$ cat src/smh_pkg.sv
// ----------------------------------------------------------------------------
// smh_pkg
// Shared constants, types and tables for the spherical Mexican hat evaluator.
// ----------------------------------------------------------------------------
package smh_pkg;

    localparam int COORD_WIDTH_DEF = 16;
    localparam int OUT_WIDTH_DEF   = 32;
    localparam int SCALE_WIDTH     = 16;

    // internal fixed point formats
    localparam int SQ_WIDTH     = 33;   // one squared difference, Q.28
    localparam int D_WIDTH      = 30;   // clamped chordal distance, Q.28
    localparam int S2_WIDTH     = 32;   // scale squared
    localparam int Y2_WIDTH     = 60;   // full y2 quotient, Q.28
    localparam int Y2_LIVE      = 51;   // y2 bits that matter below the cutoff
    localparam int Y2S_WIDTH    = 37;   // y2 >> 14
    localparam int UNUM_WIDTH   = Y2_LIVE + 12;
    localparam int U_WIDTH      = 31;   // y2 / s^2, Q.24
    localparam int KS_WIDTH     = 39;
    localparam int CUT_SHIFT    = 19;

    localparam logic [KS_WIDTH-1:0] KS_NUM     = 39'd438641676032;  // K << 8
    localparam logic [31:0]         HALF_LOG2E = 32'hB8AA3B29;
    localparam logic [30:0]         LN2_Q31    = 31'h58B90BFC;
    localparam logic [31:0]         ONE_Q31    = 32'h8000_0000;
    localparam int                  EXP_TERMS  = 12;

    typedef enum logic [1:0] {
        CFG_CENTRE_X = 2'd0,
        CFG_CENTRE_Y = 2'd1,
        CFG_CENTRE_Z = 2'd2,
        CFG_SCALE    = 2'd3
    } cfg_index_t;

    // floor(2^32 / k) for the series divisors
    function automatic logic [32:0] horner_recip(input int k);
        logic [32:0] r;
        case (k)
            1:       r = 33'd4294967296;
            2:       r = 33'd2147483648;
            3:       r = 33'd1431655765;
            4:       r = 33'd1073741824;
            5:       r = 33'd858993459;
            6:       r = 33'd715827882;
            7:       r = 33'd613566756;
            8:       r = 33'd536870912;
            9:       r = 33'd477218588;
            10:      r = 33'd429496729;
            11:      r = 33'd390451572;
            12:      r = 33'd357913941;
            default: r = 33'd0;
        endcase
        return r;
    endfunction

endpackage

$ cat src/smh_front.sv
// ----------------------------------------------------------------------------
// smh_front
// Squared chordal distance to the centre, clamp below four, scale squared.
// ----------------------------------------------------------------------------
module smh_front #(
    parameter int COORD_WIDTH = smh_pkg::COORD_WIDTH_DEF
) (
    input  logic                                 clk,
    input  logic                                 rst_n,
    input  logic                                 en,
    input  logic                                 in_valid,
    input  logic signed [COORD_WIDTH-1:0]        point_x,
    input  logic signed [COORD_WIDTH-1:0]        point_y,
    input  logic signed [COORD_WIDTH-1:0]        point_z,
    input  logic signed [COORD_WIDTH-1:0]        centre_x,
    input  logic signed [COORD_WIDTH-1:0]        centre_y,
    input  logic signed [COORD_WIDTH-1:0]        centre_z,
    input  logic [smh_pkg::SCALE_WIDTH-1:0]      scale,
    output logic                                 out_valid,
    output logic [smh_pkg::D_WIDTH-1:0]          d,
    output logic [smh_pkg::SCALE_WIDTH-1:0]      s,
    output logic [smh_pkg::S2_WIDTH-1:0]         s2
);
    import smh_pkg::*;

    localparam int MAG_W  = COORD_WIDTH + 1;
    localparam int SQF_W  = 2 * MAG_W;
    localparam int SH_DN  = (COORD_WIDTH >= 16) ? 2 * COORD_WIDTH - 32 : 0;
    localparam int SH_UP  = (COORD_WIDTH >= 16) ? 0 : 32 - 2 * COORD_WIDTH;
    localparam int SUM_W  = SQ_WIDTH + 2;

    function automatic logic [MAG_W-1:0] abs_diff(input logic [COORD_WIDTH-1:0] a,
                                                  input logic [COORD_WIDTH-1:0] b);
        logic [MAG_W-1:0] df;
        df = {a[COORD_WIDTH-1], a} - {b[COORD_WIDTH-1], b};
        return df[MAG_W-1] ? (~df + MAG_W'(1)) : df;
    endfunction

    function automatic logic [SQ_WIDTH-1:0] to_q28(input logic [MAG_W-1:0] m);
        logic [SQF_W-1:0] sq;
        sq = SQF_W'(m) * SQF_W'(m);
        return SQ_WIDTH'(sq >> SH_DN) << SH_UP;
    endfunction

    logic                   v1_reg, v2_reg, v3_reg;
    logic [MAG_W-1:0]       mx_reg, my_reg, mz_reg;
    logic [SCALE_WIDTH-1:0] s1_reg, s2s_reg, s3_reg;
    logic [SQ_WIDTH-1:0]    qx_reg, qy_reg, qz_reg;
    logic [S2_WIDTH-1:0]    ss2_reg, ss3_reg;
    logic [D_WIDTH-1:0]     d_reg;
    logic [SUM_W-1:0]       sum_next;
    logic [D_WIDTH-1:0]     d_next;

    always_ff @(posedge clk or negedge rst_n)
    begin
        if (!rst_n)
        begin
            v1_reg <= 1'b0;
            v2_reg <= 1'b0;
            v3_reg <= 1'b0;
        end
        else if (en)
        begin
            v1_reg <= in_valid;
            v2_reg <= v1_reg;
            v3_reg <= v2_reg;
        end
    end

    always_comb
    begin
        sum_next = SUM_W'(qx_reg) + SUM_W'(qy_reg) + SUM_W'(qz_reg);
        // far from centre clamps one lsb below four
        if (sum_next >= (SUM_W'(1) << D_WIDTH))
            d_next = '1;
        else
            d_next = sum_next[D_WIDTH-1:0];
    end

    always_ff @(posedge clk)
    begin
        if (en)
        begin
            mx_reg  <= abs_diff(point_x, centre_x);
            my_reg  <= abs_diff(point_y, centre_y);
            mz_reg  <= abs_diff(point_z, centre_z);
            s1_reg  <= (scale == '0) ? SCALE_WIDTH'(1) : scale;
            qx_reg  <= to_q28(mx_reg);
            qy_reg  <= to_q28(my_reg);
            qz_reg  <= to_q28(mz_reg);
            s2s_reg <= s1_reg;
            ss2_reg <= S2_WIDTH'(s1_reg) * S2_WIDTH'(s1_reg);
            d_reg   <= d_next;
            s3_reg  <= s2s_reg;
            ss3_reg <= ss2_reg;
        end
    end

    assign out_valid = v3_reg;
    assign d         = d_reg;
    assign s         = s3_reg;
    assign s2        = ss3_reg;

endmodule

$ cat config.mk
export PLATFORM = sky130hd
export DESIGN_NAME = smh_front
export DESIGN_NICKNAME = d
export VERILOG_FILES = /design/src/smh_pkg.sv /design/src/smh_front.sv
export SDC_FILE = /design/constraint.sdc
export NUM_CORES = 2
export LEC_CHECK = 0
export BUFFER_PORTS_ARGS = -buffer_cell sky130_fd_sc_hd__buf_4
export CORE_MARGIN = 3
export CORE_UTILIZATION = 46
export DETAILED_ROUTE_END_ITERATION = 16
export MAX_ROUTING_LAYER = met4
export PLACE_DENSITY = 0.6
export SYNTH_ARGS = -nofsm -noshare
export SYNTH_HDL_FRONTEND = slang
export SYNTH_SLANG_ARGS = --single-unit
$ cat constraint.sdc
create_clock -name clk -period 17.9 [get_ports clk]
set_input_delay 0.895 -clock clk [delete_from_list [all_inputs] [get_ports clk]]
set_output_delay 0.895 -clock clk [all_outputs]
set_load 0.05 [all_outputs]
==> impl_metrics.toml <==
[layout]
fillCellCount = 9449
areaGrowthSynthToFinish_pct = 8.14
drive_gt1_frac = 0.0601
fin_area_um2 = 50300
nNetsFinal = 6253
antennaDiodeCount = 0
layout_common_cells = "1,173 x inv_1, 770 x fa_1, 498 x ha_1, 389 x nand2_1, 285 x edfxtp_1"
final_util = 0.502
final_common_cell = "inv_1"

[clock_tree]
cts_buffers = 36
cts_sinks = 288
cts.path.max_buffers = 3
clock_latency_ns = 0.58
cts_tree = "built"
cts_setup_buffers = 0
cts_resized = 0
ctsHoldBuffers = 0
clk_pin_slew_ns = 0.07
htreeDepth = 2
root_buffer = "clkbuf_16"

[place]
place_ws_ns = 10.89
dp_hpwl_um = 82000
place_congestion = 0.874
placed_area_um2 = 49100
numPortBuffers = 193

[floorplan]
fp-row-count = 116
die_w_um = 324
start_util = 0.464
die_y_um = 324
ios = 195
core_area_um2 = 100000
die-area_um2 = 105000

[global_route]
grt_pass1_wl_um = 168000
grt.total_usage = 0.205
grt_max_degree = 91
first_global_vias = 33400
antenna_found_initial = 0
grt_overflow = 0

[setup_path]
worstPathRequired_ns = 18.20
regToRegStartpoint = "my_reg[7]$_DFFE_PP_"
slowest_delay_ns = 0.81
r2r_cells = 22
worstPathMaxFanout = 18
worstPathArrival_ns = 7.33
startpoint_type = "register"
timing.rr.end = "qy_reg[31]$_DFFE_PP_"
critPathKind = "register to register"
slowest_stage = "edfxtp_1"
cp-end-kind = "register"
crit_chain = "and2_1 -> inv_1 -> fa_1 -> inv_1 -> fa_1 -> inv_1 -> fa_1 -> inv_1 -> fa_1 -> fa_1 -> inv_1 -> fa_1 -> inv_1 -> ha_1 -> nand3_1 -> nor3_1 -> a31oi_1 -> a21o_1 -> o31a_1 -> a2111oi_0 -> nor4_1 -> nand3b_1"
rrSetupSlack_ns = 10.87

[routing]
antenna_left = 0
wl_um = 100000
wire_per_inst_um = 16.2
vias = 31800
top_layer_used = "met4"
wl_met1_um = 45100
drt_iter0_drc = 1674
wl_met2_um = 49400
routed_via_density = 5.13
drc = 0
dr_wl_met3_um = 4290
drt_pre_antenna_iters = 7

[synth]
synthArstFlopShare = 0.0104
ys_seq_elements = 288
avgSynthCellArea_um2 = 9.77
synth_edf_count = 285
ys_seq_area_frac = 0.186
synthCells = 4758
syn_area_um2 = 46500
yosysWarnings = 0
ys_types = 80
yosys_most_used_dff = "edfxtp_1"

[sta]
tns_ns = 0
slew-limit-headroom = 0.215
tightest_slew_ns = 1.17
fin_crit_sh = 0.393
clock.fmax_mhz = 142
final_hold_viol_count = 0
period_needed_ns = 7.03
setup_viol = 0
setup_slack_ns = 10.87
skew_ns = 0.0244
grt_setup_unrepaired = "false"
drv_slew = 0

[run_status]
outcome = "completed"

[worst_hold_path]
hp-class = "input port to asynchronous set/reset pin"

[job]
maxCapViolCount = 0
-- how the worst max path moves through the flow --
stage | start | to | slack (ns) | depth (start not counted)
after global placement | mz_reg[2]$_DFFE_PP_ | qz_reg[31]$_DFFE_PP_ | 11.04 | 20
after detailed placement | my_reg[2]$_DFFE_PP_ | qy_reg[31]$_DFFE_PP_ | 10.89 | 21
after CTS | my_reg[2]$_DFFE_PP_ | qy_reg[31]$_DFFE_PP_ | 10.89 | 21
after global routing | my_reg[7]$_DFFE_PP_ | qy_reg[31]$_DFFE_PP_ | 10.45 | 22
after floorplan | my_reg[4]$_DFFE_PP_ | qy_reg[31]$_DFFE_PP_ | 11.58 | 22
final | my_reg[7]$_DFFE_PP_ | qy_reg[31]$_DFFE_PP_ | 10.87 | 22
-- through the flow --
stage                     hold WS [ns]  instances
after floorplan                  0.400       4761
after global placement           0.402       6129
after detailed placement         0.405       6129
after CTS                       0.0468       6193
after global routing            0.0595       6193
final                           0.0929       6193
-- cells in the mapped netlist (all sizes together) (10+ instances only) --
| cell | number | area, µm² |
|---|---|---|
| inv | 1173 | 4400 |
| fa | 770 | 15400 |
| ha | 498 | 6230 |
| nand2 | 389 | 1460 |
| edfxtp | 285 | 8560 |
| and2 | 214 | 1340 |
| xnor2 | 165 | 1450 |
| nor2 | 163 | 612 |
| a21oi | 154 | 771 |
| clkbuf | 120 | 450 |
| o21ai | 119 | 607 |
| xor2 | 63 | 552 |
| a21o | 62 | 465 |
| nor3 | 59 | 295 |
| nand4 | 41 | 257 |
| nand3 | 38 | 190 |
| nor2b | 37 | 231 |
| and3 | 30 | 188 |
| a31oi | 29 | 196 |
| a211oi | 28 | 215 |
| nand2b | 27 | 169 |
| o21bai | 27 | 203 |
| o211ai | 23 | 173 |
| o21a | 23 | 173 |
| or2 | 19 | 119 |
| nor4 | 14 | 87.6 |
| or3 | 14 | 87.6 |
| o31ai | 13 | 97.6 |
| a211o | 11 | 96.3 |
| mux2 | 11 | 124 |
| o31a | 10 | 87.6 |
-- cell families (layout without fill, tap and decap cells) --
| kind of cell | count (synthesis) | after routing | share of synthesized area |
|---|---|---|---|
| fa+ha+maj | 1268 | 1268 | 0.465 |
| compound gates | 582 | 582 | 0.0828 |
| buf+inv | 1302 | 1436 | 0.106 |
| other cells | 1 | 4 | 0.0000806 |
| flops | 288 | 288 | 0.186 |
| mux | 17 | 17 | 0.00395 |
| simple gates | 1072 | 1072 | 0.113 |
| xor+xnor | 228 | 228 | 0.0429 |
-- area by class of cell --
cell class,instances,area (µm²),area share
well taps,1298,1620,0.0323
clock inverters,21,214,0.00425
inverters,1173,4400,0.0876
repair buffers,199,1500,0.0299
multi-input cells,3171,33000,0.656
clock buffers,43,948,0.0189
flip-flops and latches,288,8630,0.172
-- critical path, delay by kind of cell (launching register included) --
kind / cells / cell delay [ns]
compound gates: 4 / 1.40
fa+ha+maj: 7 / 3.22
buf+inv: 6 / 0.33
flops: 1 / 0.81
simple gates: 5 / 0.99
-- layer usage --
layer	GRT usage	vias up
met5	-	-
met4	0.0378	0
met3	0.0226	97
met2	0.342	601
met1	0.275	15800
li1	-	15300
Power is not shown: default switching activity piles up to over one toggle a cycle in this logic, so the estimate is an artifact.
